File: src/assert_macros.svh
// ---------------------------------------------------------------------------
// assert_macros.svh
// Shared assertion macros for the sorted priority queue RTL.
// ---------------------------------------------------------------------------
`ifndef ASSERT_MACROS_SVH
`define ASSERT_MACROS_SVH

// Clocked property, disabled while reset is asserted.
`define ASSERT_CLK(lbl, clk, rst_n, prop) \
    lbl: assert property (@(posedge clk) disable iff (!rst_n) prop) \
        else $error("assertion failed");

// Condition that must never hold outside reset.
`define ASSERT_NEVER(lbl, clk, rst_n, cond) \
    `ASSERT_CLK(lbl, clk, rst_n, !(cond))

`endif

File: src/spq_pkg.sv
// ---------------------------------------------------------------------------
// spq_pkg
// Types, codes and sizes shared by the sorted priority queue.
// ---------------------------------------------------------------------------
`default_nettype none

package spq_pkg;

    localparam int DEPTH = 64;

    localparam logic CMD_INSERT = 1'b0;
    localparam logic CMD_SERVE  = 1'b1;

    localparam logic [1:0] ST_INSERTED = 2'd0;
    localparam logic [1:0] ST_DROPPED  = 2'd1;
    localparam logic [1:0] ST_SERVED   = 2'd2;
    localparam logic [1:0] ST_EMPTY    = 2'd3;

    typedef struct packed {
        logic               command;
        logic signed [31:0] entry_id;
        logic signed [15:0] urgency;
    } req_item_t;

    typedef struct packed {
        logic        [1:0]  status;
        logic signed [31:0] served_id;
    } rsp_item_t;

    typedef enum logic [1:0] {
        OP_HOLD   = 2'd0,
        OP_INSERT = 2'd1,
        OP_SERVE  = 2'd2
    } cell_op_t;

    // Broadcast to every cell
    typedef struct packed {
        cell_op_t           op;
        logic signed [31:0] new_id;
        logic signed [15:0] new_urg;
    } cell_ctrl_t;

    // What a cell shows its neighbours
    typedef struct packed {
        logic               valid;
        logic               stays;
        logic signed [31:0] id;
        logic signed [15:0] urg;
    } cell_state_t;

endpackage

`default_nettype wire

File: src/spq_cell.sv
// ---------------------------------------------------------------------------
// spq_cell
// One slot of the sorted queue: keeps, takes the new item, or shifts.
// ---------------------------------------------------------------------------
`default_nettype none

module spq_cell (
    input  wire                  clk,
    input  wire                  rst_n,
    input  spq_pkg::cell_ctrl_t  ctrl,
    input  spq_pkg::cell_state_t left,
    input  spq_pkg::cell_state_t right,
    output spq_pkg::cell_state_t state
);
    import spq_pkg::*;

    logic               valid_reg;
    logic               valid_next;
    logic signed [31:0] id_reg;
    logic signed [31:0] id_next;
    logic signed [15:0] urg_reg;
    logic signed [15:0] urg_next;
    logic               stays;

    // Equal urgency stays ahead: FIFO among ties
    assign stays = valid_reg && (urg_reg >= ctrl.new_urg);

    always_comb
    begin
        valid_next = valid_reg;
        id_next    = id_reg;
        urg_next   = urg_reg;
        case (ctrl.op)
            OP_INSERT:
            begin
                valid_next = valid_reg | left.valid;
                if (!stays)
                begin
                    if (left.stays)
                    begin
                        id_next  = ctrl.new_id;
                        urg_next = ctrl.new_urg;
                    end
                    else
                    begin
                        id_next  = left.id;
                        urg_next = left.urg;
                    end
                end
            end
            OP_SERVE:
            begin
                valid_next = right.valid;
                id_next    = right.id;
                urg_next   = right.urg;
            end
            default:
            begin
                valid_next = valid_reg;
            end
        endcase
    end

    always_ff @(posedge clk or negedge rst_n)
    begin
        if (!rst_n)
        begin
            valid_reg <= 1'b0;
        end
        else
        begin
            valid_reg <= valid_next;
        end
    end

    always_ff @(posedge clk)
    begin
        id_reg  <= id_next;
        urg_reg <= urg_next;
    end

    assign state.valid = valid_reg;
    assign state.stays = stays;
    assign state.id    = id_reg;
    assign state.urg   = urg_reg;

endmodule

`default_nettype wire

File: config.mk
export PLATFORM = sky130hd
export DESIGN_NAME = spq_cell
export DESIGN_NICKNAME = d
export VERILOG_FILES = /design/src/assert_macros.svh /design/src/spq_pkg.sv /design/src/spq_cell.sv
export SDC_FILE = /design/constraint.sdc
export NUM_CORES = 1
export LEC_CHECK = 0
export BUFFER_PORTS_ARGS = -buffer_cell sky130_fd_sc_hd__buf_2
export CAP_MARGIN = 20
export CORE_MARGIN = 5
export CORE_UTILIZATION = 42
export DETAILED_ROUTE_END_ITERATION = 7
export PLACE_DENSITY = 0.78
export SYNTH_ARGS = -nofsm -noshare
export SYNTH_HDL_FRONTEND = slang
export SYNTH_SLANG_ARGS = --single-unit
export TNS_END_PERCENT = 100
File: constraint.sdc
create_clock -name clk -period 5.5 [get_ports clk]
set_input_delay 1.1 -clock clk [delete_from_list [all_inputs] [get_ports clk]]
set_output_delay 1.1 -clock clk [all_outputs]
set_load 0.03 [all_outputs]
* Word level (Yosys, flattened, before mapping) *
Index checks and enable logic that the tools add are counted.

storage, ports and cells
  register bits after elaboration = 49
  input bits = 152
  output and inout bits = 50

cells by class
  order comparisons = 1
  equal/unequal tests = 3
  multiplexer cells = 7
  bitwise logic cells = 1
  reductions and logical operators = 3

operators by type and width
  kind                number
  $mux 32             2
  $pmux 32 s2         1
  $mux 16             2
  $pmux 16 s2         1
  $ge 16x16->1        1
  $eq 2x1->1 const B  1
  $eq 2x2->1 const B  1
  $ne 2x2->1 const B  1
  $pmux 1 s2          1
  $reduce_and 2->1    1
  $reduce_bool 2->1   1
  $logic_and 1x1->1   1
  $or 1x1->1          1

* Logic depth before layout (Yosys ltp) *
Gate-level depths: netlist of run 1.

  word-level depth = 4
  depth in mapped cells = 8
  gate-level depth less buffers = 7

* Least setup slack after synthesis of run 1 *
Ideal clock, no wire load.

  kind = input-to-reg
  start point = input port ctrl[15] (netlist bit)
  end point = register id_reg[0], enable pin
  setup time = 474 ps
  arrival time = 4686 ps
  data required time = 5026 ps
  path slack = 340 ps
  stages = 7
  path through = inv_1 ha_1 nand4_2 nor4_2 o21ai_0 nand3_1 mux2i_1

on the way
  longest elaborated chain between the ends = 4

ends and longest elaborated chain
  what                        RTL line        RTL
  start, declared             spq_cell.sv:10  input spq_pkg::cell_ctrl_t ctrl,
  $ge 16x16->1                spq_cell.sv:26  assign stays = valid_reg && (urg_reg >= ctrl.new_urg);
  $logic_and 1x1->1           spq_cell.sv:26
  $ne 2x2->1 (no line)        --
  $reduce_and 2->1 (no line)  --
  end signal, assigned        spq_cell.sv:78  id_reg <= id_next;
  end, declared               spq_cell.sv:19  logic signed [31:0] id_reg;

Every way passes these cells.
A chain may end at the register's enable or synchronous reset.

==> impl_metrics.csv, run 1 <==
group,metric,value,unit
worst_setup_path,reg2reg_slack,2.46,ns
power,clock_power_share,0.192,
cts,numCtsBuffers,5,
sta,fmaxAchievable,250.8,MHz
cts,cts_setup_buffers,0,
drt,avgViaCountPerCell,4.774,
power,p_sw,0.0003493,W
worst_setup_path,worstPathArrival,2.89,ns
worst_setup_path,crit_chain,"buf_2, inv_1, ha_1, nand4_2, nor4_2, o21ai_0, nand3_1, mux2i_1, buf_2",
logic_synthesis,synthMuxAreaShare,0.1686,
drt,dr.pass1.iters,4,
logic_synthesis,synth-warning-count,0,
worst_setup_path,path_max_fanout,4,
cts,cts_resized,0,
power,p_sw_frac,0.3373,
global_route,grt_pass1_wl,12.41,mm
worst_setup_path,worstReg2RegEnd,"id_reg[5]$_DFFE_PP_",
logic_synthesis,avgSynthCellArea,10.38,um^2
finish,area_delta_synth_final,39.02,%
cts,hold_buffers,0,
sta,fin_skew,0.006069,ns
worst_setup_path,reg2regPathDepth,7,
logic_synthesis,ys_ff_latch,49,
logic_synthesis,yosysSeqAreaShare,0.4939,
sta,grt_setup_unrepaired,"no",
power,p_seq_frac,0.473,
power,power_frac_comb,0.335,
power,p_per_area,251.0,mW/mm^2
drt,wl_per_cell,13.90,um
cts,clock_path_buffers,2,
worst_setup_path,cpMostUsedCell,"buf_2",
logic_synthesis,synth_area_leader_cell,"edfxtp_1",
drt,finalWirelength,7.980,mm
min_path,hold_class,"in2async",
sta,slew_viol_final,0,
placed_design,hpwlAfterDp,6.492,mm
sta,tns,0,ns
floorplan,pin_count,202,
cts,cts_tree,"done",
outcome,status,"finished, final reports clean",
cts,cts_htree_levels,2,
sta,fin_crit,3.987,ns
drt,drcViolationCount,0,
sta,tightest_slew,0.8838,ns
finish,largest_reg_flops,32,
finish,antennaDiodeCount,0,
worst_setup_path,crit_path_end_kind,"output port",
logic_synthesis,yosys.area_share.simple,0.09819,
worst_setup_path,cpMaxStageDelayCell,"nor4_2",
drt,vias,2740,
logic_synthesis,synth_xor_area_frac,0,
logic_synthesis,synth_cell_type_count,22,
global_route,grt_max_degree,99,
logic_synthesis,syn_inst,286,
sta,hold_viol,0,
worst_setup_path,required,4.40,ns
finish,nets,647,
placed_design,gp_congestion,0.8027,
finish,drive_gt1_frac,0.4456,
floorplan,dieArea,0.008851,mm^2
worst_setup_path,slowest_delay,0.36,ns
logic_synthesis,synth_area_leaders,"edfxtp_1 (49%), mux2i_1 (17%), o21ai_0 (8.6%), ha_1 (7.6%), nand2_1 (6.7%)",
logic_synthesis,yosys.area_share.adder,0.07585,
cts,clk_pin_slew_worst_paths,0.09,ns
job,cap_violations,0,
worst_setup_path,path_class,"in2out",
logic_synthesis,yosys.area.top_type_share,0.4855,
floorplan,num_rows,30,
floorplan,die_x,94.08,um
global_route,overflow,0,
cts,clockRootBuffer,"clkbuf_8",
logic_synthesis,syn_area,0.002969,mm^2
power,leakage,2.042,nW
drt,drtAntennaViolNets,0,
floorplan,initial_core_util,0.4346,
drt,drtIter0Drc,59,
sta,max_slew_margin,0.3982,
power,p_int,0.0006865,W
logic_synthesis,synth_top_family_by_area,"multiplexers",
sta,hold-worst-slack,0.5606,ns
worst_setup_path,crit_path_start_kind,"input pin",
cts,clock_latency,0.29,ns
floorplan,fp.dieH,94.08,um
cts,clock-sinks,49,
floorplan,core_area,0.006832,mm^2
power,ir_drop,0.0001037,V
logic_synthesis,syn_nets,456,
global_route,antenna_found_initial,0,
sta,fin_crit_sh,0.7249,
logic_synthesis,synth_compound_area_frac,0.1079,
worst_setup_path,r2r_start,"urg_reg[15]$_DFFE_PP_",
global_route,grt_use_total,0.1776,
finish,fin_util,0.6042,
sta,setup_viol,0,
finish,fillers,619,
placed_design,io_buffer_count,200,
global_route,grt_pass1_vias,2745,
[cell families after synthesis]
logic type | count (synthesis)
simple gates | 69
compound gates | 62
flops | 49
fa+ha+maj | 18
buf+inv | 38
mux | 50
[metal layers]
metal | vias to the layer above | global-route usage | share of wire
met5 | - | 0 | 0
met4 | 0 | 0.06017 | 0.022
met3 | 13 | 0.04888 | 0.099
met2 | 130 | 0.3253 | 0.50
met1 | 1197 | 0.1961 | 0.38
li1 | 1400 | - | -
[how the worst max path moves through the flow]
stage | slack, ns | from | to
after floorplan | 0.34 | ctrl[15] | id_reg[0]$_DFFE_PP_
after global placement | 1.57 | ctrl[15] | state[48]
after detailed placement | 1.53 | ctrl[15] | state[48]
after CTS | 1.50 | ctrl[15] | state[48]
after global routing | 1.37 | ctrl[15] | state[48]
final | 1.51 | ctrl[15] | state[48]
[cells in the mapped netlist]
master,n
ha_1,18
nor2b_1,2
nand2b_1,1
buf_4,5
o221ai_1,1
clkbuf_1,11
inv_1,19
nand2_1,53
nand4_1,2
o22ai_1,1
dfrtp_1,1
a21oi_1,7
a31oi_1,1
nor4_2,1
nor2_1,7
mux2i_1,50
buf_2,3
o21ai_0,51
edfxtp_1,48
nand3_1,2
nand4_2,1
a311oi_1,1
[layout by cell type, fill, tap and decap left out, types with 2 or more instances in the layout]
master,count
a21oi_1,7
buf_2,200
buf_4,2
clkbuf_8,5
clkinv_1,2
edfxtp_1,48
ha_1,17
inv_1,19
mux2i_1,49
nand2_1,53
nand3_1,2
nand4_1,2
nor2_1,7
nor2b_1,2
o21ai_0,51
[through the flow]
stage / std cells / total power [W] / instance area, um^2 / worst slack (ns)
floorplan: 286 / 0.0007204 / 2969 / 0.3398
global placement: 566 / 0.0008421 / 4046 / 1.567
detailed placement: 566 / 0.0008504 / 4046 / 1.525
CTS: 574 / 0.001053 / 4128 / 1.504
global route: 574 / 0.001102 / 4128 / 1.374
finish: 574 / 0.001036 / 4128 / 1.513
[layout make-up]
| cell class | count | area [um^2] | area share |
|---|---|---|---|
| sequential | 49 | 1466 | 0.3553 |
| multi-input combinational | 199 | 1353 | 0.3277 |
| timing repair buffer | 203 | 1036 | 0.2510 |
| tap | 96 | 120.1 | 0.02910 |
| inverter | 19 | 71.32 | 0.01728 |
| clock buffer | 5 | 68.82 | 0.01667 |
| clock inverter | 3 | 12.51 | 0.003031 |
[power by group through the flow]
stage	clock [W]	sequential [W]	combinational, W
3_5_place_dp	0	0.000499	0.000351
3_3_place_gp	0	0.000497	0.000345
6_report	0.000199	0.000490	0.000347
4_1_cts	0.000209	0.000491	0.000353
2_1_floorplan	0	0.000598	0.000123
5_1_grt	0.000226	0.000496	0.000379
[critical path: cells and delay by family]
kind                       cells  cell delay, ns
and+or+nand+nor                3            0.75
buffers and inverters          3            0.35
adders and majority gates      1            0.33
muxes                          1            0.20
AOI/OAI and AO/OA              1            0.14
(Power assumes the default switching activity.)
==> inputs of run 2 (changes only) <==
Settings changed: CORE_UTILIZATION 42 to 38, PLACE_DENSITY 0.78 to 0.74.
Clock period 5.5 ns to 3.4 ns, I/O delays scaled along.
==> run 2 against run 1 <==
  * Design area is 1.7% higher
  * Critical path depth did not move
  * Cell count is 1.4% higher
  * Die area is 9.4% higher
  * Power increased by 72%
  * Routed wire length grew 2.8%
  * Non-clock buffer count is 2 higher
  * First-iteration DRC count is 68% higher
  * Register-to-register slack got worse by 1.6 ns
  * Sequential share of layout area decreased by 0.59 points
  * Count of clock-buffer cells in the layout rose by 2
==> impl_metrics.csv, run 2 (synthesis results as in run 1) <==
group,metric,value,unit
outcome,status,"finished, final reports clean",
drt,vias,2737,
global_route,grt_max_degree,61,
finish,area_delta_synth_final,41.38,%
power,leakage,2.072,nW
floorplan,pin_count,202,
drt,dr.pass1.iters,4,
sta,hold_viol,0,
finish,final_common_cell,"buf_2",
sta,fin_skew,0.005457,ns
placed_design,io_buffer_count,200,
worst_setup_path,slowest_delay,0.34,ns
worst_setup_path,cpMostUsedCell,"buf_2",
sta,fin_crit_sh,0.9231,
cts,clk_pin_slew_worst_paths,0.09,ns
floorplan,num_rows,32,
cts,cts_resized,0,
global_route,grt_pass1_vias,2932,
floorplan,fp.dieH,98.40,um
finish,largest_reg_flops,32,
finish,drive_gt1_frac,0.4500,
cts,clockRootBuffer,"clkbuf_8",
power,p_per_area,425.0,mW/mm^2
power,clock_power_share,0.237,
drt,wl_per_cell,14.09,um
worst_setup_path,worstPathArrival,2.46,ns
worst_setup_path,cpMaxStageDelayCell,"ha_1",
finish,antennaDiodeCount,0,
drt,finalWirelength,8.200,mm
sta,slew_viol_final,0,
finish,final_cell_mix,"buf_2 (200), nand2_1 (53), o21ai_0 (51)",
sta,tightest_slew,0.7002,ns
global_route,overflow,0,
worst_setup_path,crit_path_end_kind,"output port",
floorplan,die_x,98.40,um
drt,avgViaCountPerCell,4.703,
cts,hold_buffers,0,
cts,cts_setup_buffers,0,
worst_setup_path,path_max_fanout,4,
worst_setup_path,path_class,"in2out",
worst_setup_path,crit_path_start_kind,"input pin",
global_route,grt_pass1_wl,13.27,mm
job,cap_violations,0,
power,p_sw,0.0005692,W
sta,grt_setup_unrepaired,"no",
cts,clock_latency,0.29,ns
sta,fin_crit,3.139,ns
sta,max_slew_margin,0.5332,
cts,cts_tree,"done",
global_route,grt_use_total,0.1682,
min_path,hold_class,"in2async",
placed_design,gp_congestion,0.8184,
power,p_seq_frac,0.445,
power,power_frac_comb,0.318,
sta,setup_viol,0,
worst_setup_path,required,2.72,ns
placed_design,hpwlAfterDp,6.788,mm
power,p_sw_frac,0.3190,
global_route,antenna_found_initial,0,
cts,clock_path_buffers,2,
worst_setup_path,crit_chain,"buf_2, inv_1, ha_1, nand4_2, nor4_2, o21ai_0, nand3_1, mux2i_1, buf_2",
cts,clock-sinks,49,
floorplan,core_area,0.007687,mm^2
floorplan,dieArea,0.009682,mm^2
finish,nets,649,
drt,drtIter0Drc,99,
finish,fillers,720,
floorplan,initial_core_util,0.3862,
finish,fin_util,0.5461,
sta,fmaxAchievable,318.6,MHz
cts,cts_htree_levels,2,
cts,numCtsBuffers,5,
power,p_int,0.001215,W
power,ir_drop,0.0001985,V
drt,drcViolationCount,0,
drt,drtAntennaViolNets,0,
sta,tns,0,ns
## run 2: cell count changes in the layout (fill, tap and decap cells not counted)
| cell | change |
|---|---|
| bufinv_16 | +1 |
| clkinv_2 | -1 |
| clkinv_1 | -2 |
| clkbuf_1 | +1 |
| buf_4 | +1 |
| buf_12 | +1 |
| clkbuf_8 | +1 |
## run 2: power by group through the flow
stage,Combinational [W],Clock [W],Sequential [W]
2_1_floorplan,0.000204,0,0.000961
3_3_place_gp,0.000562,0,0.000806
3_5_place_dp,0.000577,0,0.000810
4_1_cts,0.000578,0.000438,0.000796
5_1_grt,0.000623,0.000463,0.000804
6_report,0.000567,0.000422,0.000794
## run 2: layer usage
layer  routed length, um  GRT usage  vias up
li1                    -          -     1404
met2                4272     0.3120      122
met3                 784    0.05429        9
met1                3059     0.1865     1202
met5                   0          0        -
met4                  83    0.03676        0
## run 2: final cells by class
cell class	instances	area, um^2	area share
sequential	49	1466	0.3493
multi-input combinational	199	1353	0.3222
timing repair buffer	205	1064	0.2534
tap	102	127.6	0.03040
clock buffer	7	86.33	0.02057
inverter	19	71.32	0.01699
clock inverter	1	30.03	0.007153
## run 2: path summary, 6_finish.rpt
path	startpoint	to	slack [ns]	cells past startpoint
setup reg to reg	urg_reg[15]$_DFFE_PP_	id_reg[23]$_DFFE_PP_	0.88	7
hold reg to reg	valid_reg$_DFFE_PN0P_	valid_reg$_DFFE_PN0P_	0.65	2
setup / recovery	ctrl[15]	state[48]	0.26	9
hold / removal	rst_n	valid_reg$_DFFE_PN0P_	0.14	1
max in group asynchronous	rst_n	valid_reg$_DFFE_PN0P_	3.18	1
min in group clk	valid_reg$_DFFE_PN0P_	valid_reg$_DFFE_PN0P_	0.65	2
## run 2: through the flow
stage | cells | total power, W | hold slack, ns | setup slack, ns | cell area, um^2
2_1_floorplan | 286 | 0.001165 | 0.3844 | 0.2079 | 2982
3_3_place_gp | 574 | 0.001367 | 0.4559 | 0.3053 | 4081
3_5_place_dp | 574 | 0.001386 | 0.4581 | 0.2214 | 4081
4_1_cts | 582 | 0.001812 | 0.1254 | 0.2044 | 4198
5_1_grt | 582 | 0.001891 | 0.1124 | 0.06785 | 4198
6_report | 582 | 0.001784 | 0.1405 | 0.2613 | 4198
## run 2: critical path: cells and delay by family
kind,cells,cell delay (ns)
simple gates,3,0.72
mux,1,0.21
fa+ha+maj,1,0.34
buf+inv,3,0.37
compound gates,1,0.13
